## config.mk

```make
export PLATFORM = sky130hd
export DESIGN_NAME = recency_list_with_cursor
export DESIGN_NICKNAME = d
export VERILOG_FILES = /design/src/rlc_pkg.sv /design/src/rlc_store.sv /design/src/recency_list_with_cursor.sv
export VERILOG_INCLUDE_DIRS = /design/src /design/src/src
export SDC_FILE = /design/constraint.sdc
export NUM_CORES = 2
export LEC_CHECK = 0
export ABC_AREA = 1
export BUFFER_PORTS_ARGS = -buffer_cell sky130_fd_sc_hd__buf_2
export CAP_MARGIN = 20
export CORE_UTILIZATION = 37
export CTS_BUF_LIST = sky130_fd_sc_hd__clkbuf_4
export CTS_CLUSTER_SIZE = 8
export DETAILED_ROUTE_END_ITERATION = 8
export SLEW_MARGIN = 0
export SYNTH_ARGS = -nofsm -noshare
export SYNTH_HDL_FRONTEND = slang
export SYNTH_SLANG_ARGS = --single-unit
```

## constraint.sdc

```tcl
create_clock -name clk -period 19.9 [get_ports clk]
set_input_delay 3.98 -clock clk [delete_from_list [all_inputs] [get_ports clk]]
set_output_delay 3.98 -clock clk [all_outputs]
set_load 0.01 [all_outputs]
```

## src/assert_macros.svh

```systemverilog
// assertion macros for the recency list block
// no dependencies
`ifndef ASSERT_MACROS_SVH
`define ASSERT_MACROS_SVH
// implication checked every cycle outside reset
`define ASSERT_IMPL(label, clk, rst, a, c) \
  label: assert property (@(posedge clk) disable iff (rst) (a) |-> (c)) \
    else $error("assertion failed");
// next-cycle implication
`define ASSERT_NEXT(label, clk, rst, a, c) \
  label: assert property (@(posedge clk) disable iff (rst) (a) |=> (c)) \
    else $error("assertion failed");
`endif

```

## src/rlc_pkg.sv

```systemverilog
// package for the recency list: payload structs, codes, constants
// no dependencies
`default_nettype none
package rlc_pkg;
  localparam int DEPTH_DEF = 16;
  localparam int KEY_BITS_DEF = 32;

  typedef enum logic [3:0] {
    CMD_ADD = 4'd0, CMD_REMOVE = 4'd1, CMD_MOVE = 4'd2, CMD_FRONT = 4'd3,
    CMD_READ = 4'd4, CMD_SELECT = 4'd5, CMD_FWD = 4'd6, CMD_BACK = 4'd7,
    CMD_NEXT = 4'd8
  } cmd_t;

  localparam logic [2:0] ST_OK = 3'd0;
  localparam logic [2:0] ST_BAD_RANK = 3'd1;
  localparam logic [2:0] ST_NONE = 3'd2;
  localparam logic [2:0] ST_NO_NEIGHBOR = 3'd3;
  localparam logic [2:0] ST_NOT_FOUND = 3'd4;

  localparam logic [1:0] ORD_ONCE = 2'd0;
  localparam logic [1:0] ORD_CYCLE = 2'd1;
  localparam logic [1:0] ORD_SHUFFLE = 2'd2;

  typedef struct packed {
    logic [3:0]  command;
    logic [31:0] entry_key;
    logic        is_local;
    logic [39:0] progress_ms;
    logic [3:0]  target_rank;
    logic [3:0]  source_rank;
    logic [1:0]  play_order;
    logic [31:0] random_word;
  } cmd_in_t;

  typedef struct packed {
    logic [2:0]  status;
    logic [3:0]  rank_result;
    logic        list_end;
    logic [31:0] key_out;
    logic        is_local_out;
    logic [39:0] progress_out;
    logic [4:0]  entry_count;
    logic [3:0]  cursor_rank;
    logic        cursor_valid;
  } result_t;

  typedef enum logic [2:0] {
    S_IDLE, S_SCAN, S_SHIFT, S_PUT, S_READ, S_DONE
  } state_t;
endpackage
`default_nettype wire

```

## src/rlc_store.sv

```systemverilog
// entry memory: key, local flag and progress in one synchronous array
// no dependencies; rlc_pkg is not used
`default_nettype none
module rlc_store #(
  parameter int DEPTH = 16,
  parameter int W = 73
) (
  input  wire logic                     clk,
  input  wire logic                     we,
  input  wire logic [$clog2(DEPTH)-1:0] waddr,
  input  wire logic [W-1:0]             wdata,
  input  wire logic [$clog2(DEPTH)-1:0] raddr,
  output logic      [W-1:0]             rdata
);
  logic [W-1:0] mem [DEPTH];

  // one write and one registered read port
  always_ff @(posedge clk) begin
    if (we) begin
      mem[waddr] <= wdata;
    end
    rdata <= mem[raddr];
  end
endmodule
`default_nettype wire

```

## src/recency_list_with_cursor.sv

```systemverilog
// top level of the recency list with cursor: sequencer plus entry memory
// depends on rlc_pkg, rlc_store, assert_macros.svh
//
// usage: raise start with a command struct while busy is low; the transaction is
// taken at that edge and busy rises. exactly one result appears on result for
// one cycle with done high; the receiver cannot stall it.
// command sequence from the accepting edge to the edge that takes the result:
//   select, cursor steps, next rank, unknown command or bad rank: straight to done
//   read: one registered read of the entry, then done
//   add, remove, move: shift the N entries in between one at a time
//     (each entry: read, then write); move first reads the source, add and move then place
//   key to front: scan all entries; it ends there when absent or already at rank 0;
//     when the last match sits at rank R > 0, read it, shift the ranks above it and place it
// busy falls in the cycle after done.
// at most one command is in flight. the user writes capacity with cfg_we/cfg_data only while
// idle; the block does not enforce this. reset clears the count, the cursor and the selection
// and sets capacity to 16; the memory is not cleared, only ranks below count are read.
`default_nettype none
`include "assert_macros.svh"
module recency_list_with_cursor #(
  parameter int DEPTH = rlc_pkg::DEPTH_DEF,
  parameter int KEY_BITS = rlc_pkg::KEY_BITS_DEF
) (
  input  wire logic            clk,
  input  wire logic            rst,
  input  wire logic            start,
  input  wire rlc_pkg::cmd_in_t cmd,
  output logic                 busy,
  output logic                 done,
  output rlc_pkg::result_t     result,
  input  wire logic            cfg_we,
  input  wire logic [4:0]      cfg_data
);
  localparam int AW = $clog2(DEPTH);
  localparam int CW = $clog2(DEPTH + 1);
  localparam int W = KEY_BITS + 41;

  rlc_pkg::state_t state, state_next;
  rlc_pkg::cmd_in_t c;
  logic [4:0] capacity;
  logic [CW-1:0] count, count_next;
  logic [3:0] cursor, cursor_next;
  logic cursor_set, cursor_set_next;
  logic [AW-1:0] idx, idx_next, stop, stop_next;
  logic dir_up, dir_up_next;
  logic [W-1:0] hold, hold_next;
  logic hold_grab;
  logic found, found_next;
  logic [AW-1:0] where, where_next;
  logic phase, phase_next;
  logic [2:0] status, status_next;
  logic [W-1:0] res_data, res_data_next;

  logic we;
  logic [AW-1:0] waddr, raddr;
  logic [W-1:0] wdata, rdata;

  rlc_store #(.DEPTH(DEPTH), .W(W)) u_store (
    .clk(clk), .we(we), .waddr(waddr), .wdata(wdata), .raddr(raddr), .rdata(rdata)
  );

  // effective capacity and rank checks
  logic [CW:0] cap_eff;
  always_comb begin
    if (capacity == 5'd0) cap_eff = (CW+1)'(1);
    else if (32'(capacity) > DEPTH) cap_eff = (CW+1)'(DEPTH);
    else cap_eff = (CW+1)'(capacity);
  end
  wire tgt_ok = {1'b0, CW'(cmd.target_rank)} < {1'b0, count} && 32'(cmd.target_rank) < DEPTH;
  wire src_ok = {1'b0, CW'(cmd.source_rank)} < {1'b0, count} && 32'(cmd.source_rank) < DEPTH;
  wire chosen = cursor_set && {1'b0, CW'(cursor)} < {1'b0, count};
  wire [KEY_BITS-1:0] key_in = KEY_BITS'(cmd.entry_key);
  wire [W-1:0] new_entry = {key_in, cmd.is_local, cmd.progress_ms};
  wire [31+CW:0] shuf = (32+CW)'(c.random_word) * (32+CW)'(count);

  always_ff @(posedge clk) begin
    if (rst) begin
      state <= rlc_pkg::S_IDLE;
      capacity <= 5'd16;
      count <= '0;
      cursor <= '0;
      cursor_set <= 1'b0;
    end else begin
      state <= state_next;
      if (cfg_we) capacity <= cfg_data;
      count <= count_next;
      cursor <= cursor_next;
      cursor_set <= cursor_set_next;
    end
  end

  always_ff @(posedge clk) begin
    if (start && !busy) c <= cmd;
    idx <= idx_next;
    stop <= stop_next;
    dir_up <= dir_up_next;
    hold <= hold_grab ? rdata : hold_next;
    found <= found_next;
    where <= where_next;
    phase <= phase_next;
    status <= status_next;
    res_data <= res_data_next;
  end

  // sequencer: scan, read, shift (read one entry, write its neighbor), place
  always_comb begin
    state_next = state;
    count_next = count;
    cursor_next = cursor;
    cursor_set_next = cursor_set;
    idx_next = idx; stop_next = stop; dir_up_next = dir_up;
    hold_next = hold; hold_grab = 1'b0;
    found_next = found; where_next = where; phase_next = phase;
    status_next = status; res_data_next = res_data;
    we = 1'b0; waddr = idx; wdata = rdata; raddr = idx;
    busy = state != rlc_pkg::S_IDLE;
    done = 1'b0;
    result = '0;
    case (state)
      rlc_pkg::S_IDLE: begin
        if (start) begin
          status_next = rlc_pkg::ST_OK;
          res_data_next = '0;
          phase_next = 1'b0;
          state_next = rlc_pkg::S_DONE;
          case (cmd.command)
            rlc_pkg::CMD_ADD: begin
              hold_next = new_entry;
              dir_up_next = 1'b0;
              stop_next = '0;
              if ({1'b0, count} < cap_eff) begin
                idx_next = AW'(count);
                count_next = count + CW'(1);
              end else begin
                idx_next = AW'(count - CW'(1));
              end
              state_next = rlc_pkg::S_SHIFT;
            end
            rlc_pkg::CMD_REMOVE: begin
              if (!tgt_ok) status_next = rlc_pkg::ST_BAD_RANK;
              else begin
                idx_next = AW'(cmd.target_rank);
                stop_next = AW'(count - CW'(1));
                dir_up_next = 1'b1;
                count_next = count - CW'(1);
                state_next = rlc_pkg::S_SHIFT;
              end
            end
            rlc_pkg::CMD_MOVE: begin
              if (!tgt_ok || !src_ok || cmd.target_rank == cmd.source_rank)
                status_next = rlc_pkg::ST_BAD_RANK;
              else begin
                idx_next = AW'(cmd.source_rank);
                state_next = rlc_pkg::S_READ;
              end
            end
            rlc_pkg::CMD_FRONT: begin
              found_next = 1'b0;
              idx_next = '0;
              state_next = rlc_pkg::S_SCAN;
            end
            rlc_pkg::CMD_READ: begin
              if (!tgt_ok) status_next = rlc_pkg::ST_BAD_RANK;
              else begin
                idx_next = AW'(cmd.target_rank);
                state_next = rlc_pkg::S_READ;
              end
            end
            rlc_pkg::CMD_SELECT: begin
              if (!tgt_ok) status_next = rlc_pkg::ST_BAD_RANK;
              else begin
                cursor_next = cmd.target_rank;
                cursor_set_next = 1'b1;
              end
            end
            rlc_pkg::CMD_FWD: begin
              if (!chosen) status_next = rlc_pkg::ST_NONE;
              else if ({1'b0, CW'(cursor)} + (CW+1)'(1) >= {1'b0, count})
                status_next = rlc_pkg::ST_NO_NEIGHBOR;
              else cursor_next = cursor + 4'd1;
            end
            rlc_pkg::CMD_BACK: begin
              if (!chosen) status_next = rlc_pkg::ST_NONE;
              else if (cursor == 4'd0) status_next = rlc_pkg::ST_NO_NEIGHBOR;
              else cursor_next = cursor - 4'd1;
            end
            rlc_pkg::CMD_NEXT: begin
              if (!chosen) status_next = rlc_pkg::ST_NONE;
            end
            default: ;
          endcase
        end
      end
      rlc_pkg::S_SCAN: begin
        // first cycle primes the read of rank 0, then one compare per cycle
        // while the read of the following rank is issued
        raddr = phase ? idx + AW'(1) : idx;
        phase_next = 1'b1;
        if (!phase) begin
          if (count == '0) state_next = rlc_pkg::S_DONE;
        end else begin
          if (rdata[W-1 -: KEY_BITS] == KEY_BITS'(c.entry_key)) begin
            found_next = 1'b1;
            where_next = idx;
          end
          if ({1'b0, CW'(idx)} + (CW+1)'(1) >= {1'b0, count}) state_next = rlc_pkg::S_DONE;
          else idx_next = idx + AW'(1);
        end
        if (state_next == rlc_pkg::S_DONE) begin
          if (!(found_next)) status_next = rlc_pkg::ST_NOT_FOUND;
          else if (where_next != '0) begin
            idx_next = where_next;
            state_next = rlc_pkg::S_READ;
          end
          phase_next = 1'b0;
        end
      end
      rlc_pkg::S_READ: begin
        // registered read of one entry
        raddr = idx;
        if (!phase) phase_next = 1'b1;
        else begin
          phase_next = 1'b0;
          if (c.command == rlc_pkg::CMD_READ) begin
            res_data_next = rdata;
            state_next = rlc_pkg::S_DONE;
          end else begin
            hold_grab = 1'b1;
            stop_next = (c.command == rlc_pkg::CMD_MOVE) ? AW'(c.target_rank) : '0;
            dir_up_next = (c.command == rlc_pkg::CMD_MOVE) &&
                          (c.target_rank > c.source_rank);
            state_next = rlc_pkg::S_SHIFT;
          end
        end
      end
      rlc_pkg::S_SHIFT: begin
        // copy neighbor into idx: read, then write
        raddr = dir_up ? idx + AW'(1) : idx - AW'(1);
        if (idx == stop) begin
          state_next = (c.command == rlc_pkg::CMD_REMOVE) ? rlc_pkg::S_DONE
                                                          : rlc_pkg::S_PUT;
          phase_next = 1'b0;
        end else if (!phase) phase_next = 1'b1;
        else begin
          we = 1'b1; waddr = idx; wdata = rdata;
          idx_next = dir_up ? idx + AW'(1) : idx - AW'(1);
          phase_next = 1'b0;
        end
      end
      rlc_pkg::S_PUT: begin
        we = 1'b1; waddr = idx; wdata = hold;
        state_next = rlc_pkg::S_DONE;
      end
      rlc_pkg::S_DONE: begin
        done = 1'b1;
        state_next = rlc_pkg::S_IDLE;
        result.status = status;
        result.entry_count = 5'(count);
        result.cursor_rank = cursor;
        result.cursor_valid = chosen;
        if (c.command == rlc_pkg::CMD_READ && status == rlc_pkg::ST_OK) begin
          result.key_out = 32'(res_data[W-1 -: KEY_BITS]);
          result.is_local_out = res_data[40];
          result.progress_out = res_data[39:0];
        end
        if (c.command == rlc_pkg::CMD_NEXT && status == rlc_pkg::ST_OK) begin
          case (c.play_order)
            rlc_pkg::ORD_ONCE: begin
              if ({1'b0, CW'(cursor)} + (CW+1)'(1) >= {1'b0, count}) result.list_end = 1'b1;
              else result.rank_result = cursor + 4'd1;
            end
            rlc_pkg::ORD_CYCLE:
              result.rank_result = ({1'b0, CW'(cursor)} + (CW+1)'(1) >= {1'b0, count})
                                   ? 4'd0 : cursor + 4'd1;
            rlc_pkg::ORD_SHUFFLE: result.rank_result = shuf[35:32];
            default: result.rank_result = cursor;
          endcase
        end
      end
      default: state_next = rlc_pkg::S_IDLE;
    endcase
  end

  `ASSERT_NEXT(a_done_one, clk, rst, done, !done)
  `ASSERT_IMPL(a_count_cap, clk, rst, 1'b1, 32'(count) <= DEPTH)
  `ASSERT_NEXT(a_start_busy, clk, rst, start && !busy, busy)
endmodule
`default_nettype wire
```

==> impl_metrics.ini <==
[sta]
fin_setup_tns_ns = 0
max_freq_mhz = 104
tightest_slew_ns = 1.10
setup_ws_ns = 10.28
hold_violations = 0
fin_hold_ws_ns = 0.473
fin_crit_ns = 9.62
max-slew-margin-rel_pct = 26.6
skew_ns = 0.224
setup_violations = 0
rsz0062_at_grt = no
fin_crit_sh_pct = 48.3
report.final.slew_viol_count = 0

[yosys]
ys_warn_count = 0
synth_ff_type = edfxtp_1
synth_xor_area_share_pct = 0.401
synthTopCellsByArea = edfxtp_1 65%, o21ai_0 7.2%, nor2_1 6.9%
synth-edff-count = 1410
synth_area_mm2 = 0.0655
syn-num-nets = 6125
ys_ff_latch = 1501
synth_cell_type_count = 54
yosys.area.top_type = edfxtp_1
muxShareOfSynthArea_pct = 0
synth_top_family_by_area = simple AND/OR/NAND/NOR gates
async_reset_ff_share_pct = 0
netlist_instances = 5829
postSynthAreaPerCell_um2 = 11.2
seq_area_frac_synth_pct = 67.4
synth-simple-area-share_pct = 11.6
synth_top_area_share_pct = 64.7
synthAdderAreaFrac_pct = 4.22
synth_compound_area_share_pct = 11.5

[placement]
placed_cells = 8210
placed_area_mm2 = 0.0694
dp_hpwl_um = 94100
place.gp.congestion = 0.906
port_buffers = 220
pre_cts_ws_ns = 11.51

[floorplanning]
std_cell_rows = 154
pin_count = 221
chipHeight_um = 423
core_area_mm2 = 0.176
initial_utilization_pct = 37.2
die_x_um = 423
dieArea_mm2 = 0.179

[worst_setup_path]
crit_required_ns = 15.92
critPathLaunchType = flop
r2r-start = state[1]
critical_path.top_delay_family = adder cells
crit_path_max_fanout = 33
crit_path_start = count[4]
cpMostUsedCell = nand2_1
r2r_end = u_store.rdata[45]
r2r_slack_ns = 13.73
cp_cell_sequence = buf_4, nand2_1, inv_1, fa_1, fa_1, inv_1, fa_1, inv_1, ha_1, nand2_1, nor2_1, nand2_1, nor2_1, nand2_1, nor4_1, nand3b_1, nand3_1, nand2_1, nand3_1, nand2_1, inv_1, buf_2
cp_num_buf_inv = 6
cp.arrival_ns = 5.64
reg2reg_depth = 17
cpPeakStageDelay_ns = 0.49
cp_slowest_cell = fa_1
critPathKind = flop to output pin
critPathCaptureType = output pin

[pwr]
p_leak_nw = 27.8
power_mw = 11.5
peakVddDrop_mv = 0.206
power_density_mw_per_mm2 = 155

[clocking]
ctsRootBufferMaster = clkbuf_4
clockBufferDepth = 4
cts_sinks = 1501
hold_buffers = 0
clk_latency_ns = 1.36
clk_pin_slew_ns = 0.07
post_cts_buffers = 0
htreeDepth = 5
cts_tree = built
cts_resized = 0
cts_buffers = 396

[finish]
fin_area_mm2 = 0.0744
fin_util_pct = 42.3
final_cells = 8920
drive_gt1_share_pct = 16.0
fillers = 16700
layout_commonest_cell = edfxtp_1
nets = 6566
final_cell_mix = 1410 x edfxtp_1, 1188 x nor2_1, 932 x o21ai_0, 633 x nand2_1, 623 x clkbuf_4
area_delta_synth_final_pct = 13.6

[outcome]
status = completed

[min_path]
min-delay-start = cursor_set
hp-class = flop to flop
holdPathStages = 2
min_to = cursor_set

[detailed_routing]
vias = 45500
route.detailed.drc = 0
wl_um = 179000
first_pass_iters = 6
avgViaCountPerCell = 5.10
drt_iter0_markers = 4280
wl_per_cell_um = 20.0
ant_nets = 0

[grt]
grt_pass1_vias = 43700
grt_pass1_wl_um = 268000
grt.overflow.total = 0
grt_usage_pct = 19.6
grt_max_degree = 240
grt_antenna_before_repair = 15

[job]
maxCapViolations = 0
worst min-delay path, stage by stage, from the launching register on:
cell     delay [ns]
dfxtp_1        0.30
inv_1          0.06
a21oi_1        0.06
how the worst max path moves through the flow:
stage | endpoint | slack (ns) | cells past startpoint
6_report | result[87] | 10.28 | 22
5_1_grt | result[87] | 9.71 | 22
4_1_cts | result[87] | 10.16 | 22
3_5_place_dp | result[87] | 11.51 | 22
3_3_place_gp | result[87] | 11.52 | 22
2_1_floorplan | hold[0] | 6.36 | 4
layer usage:
| layer | track usage [%] | share of wire [%] |
|---|---|---|
| met2 | 31.3 | 47 |
| met3 | 3.58 | 6.9 |
| met5 | 0 | 0.0073 |
| met1 | 26.3 | 43 |
| met4 | 7.69 | 3.4 |
kinds of logic (layout without fill, tap and decap cells):
group,count (synthesis),in the layout
compound gates,1406,1406
simple gates,1951,1951
flops,1501,1501
fa+ha+maj,168,168
other cells,0,15
xor+xnor,30,30
buf+inv,773,1509
synthesized netlist by cell type, types with 7 or more instances:
cell      count
buf_2       127
dfxtp_1      91
buf_1        10
buf_4        26
a21oi_1      78
ha_1         80
o21ai_1     200
inv_1       442
o21ai_0     936
nor2_1     1203
a31oi_1       8
o211ai_1    154
edfxtp_1   1410
inv_2         7
clkbuf_1    154
nor4_1       10
nand2_1     634
xnor2_1      13
xor2_1       17
nor3_1       15
fa_1         88
nand4_1      15
nand3_1      52
flip-flops by register name, summed over array words and instances (netlist names):
register,cells
c,78
capacity,5
count,5
cursor,4
cursor_set,1
dir_up,1
found,1
hold,73
idx,4
phase,1
res_data,73
state,3
status,3
stop,4
u_store.mem,1168
u_store.rdata,73
where,4
layout make-up:
| cell class | count | area (um^2) | share of cell area [%] |
|---|---|---|---|
| diodes | 15 | 37.5 | 0.0505 |
| clock buffers | 623 | 4680 | 6.29 |
| clock inverters | 70 | 309 | 0.415 |
| inverters | 453 | 1720 | 2.32 |
| multi-input cells | 3555 | 18300 | 24.6 |
| flip-flops and latches | 1501 | 44200 | 59.4 |
| well taps | 2340 | 2930 | 3.94 |
| repair buffers | 363 | 2220 | 2.99 |
where the power goes:
group	internal (mW)	total (mW)	switching (mW)	leakage, nW
clock	1.42	2.67	1.25	3.01
sequential	4.25	4.39	0.141	13.6
combinational	1.19	4.47	3.28	11.2
total	6.86	11.5	4.67	27.8
No activity file was read; power rests on OpenSTA's default activity.
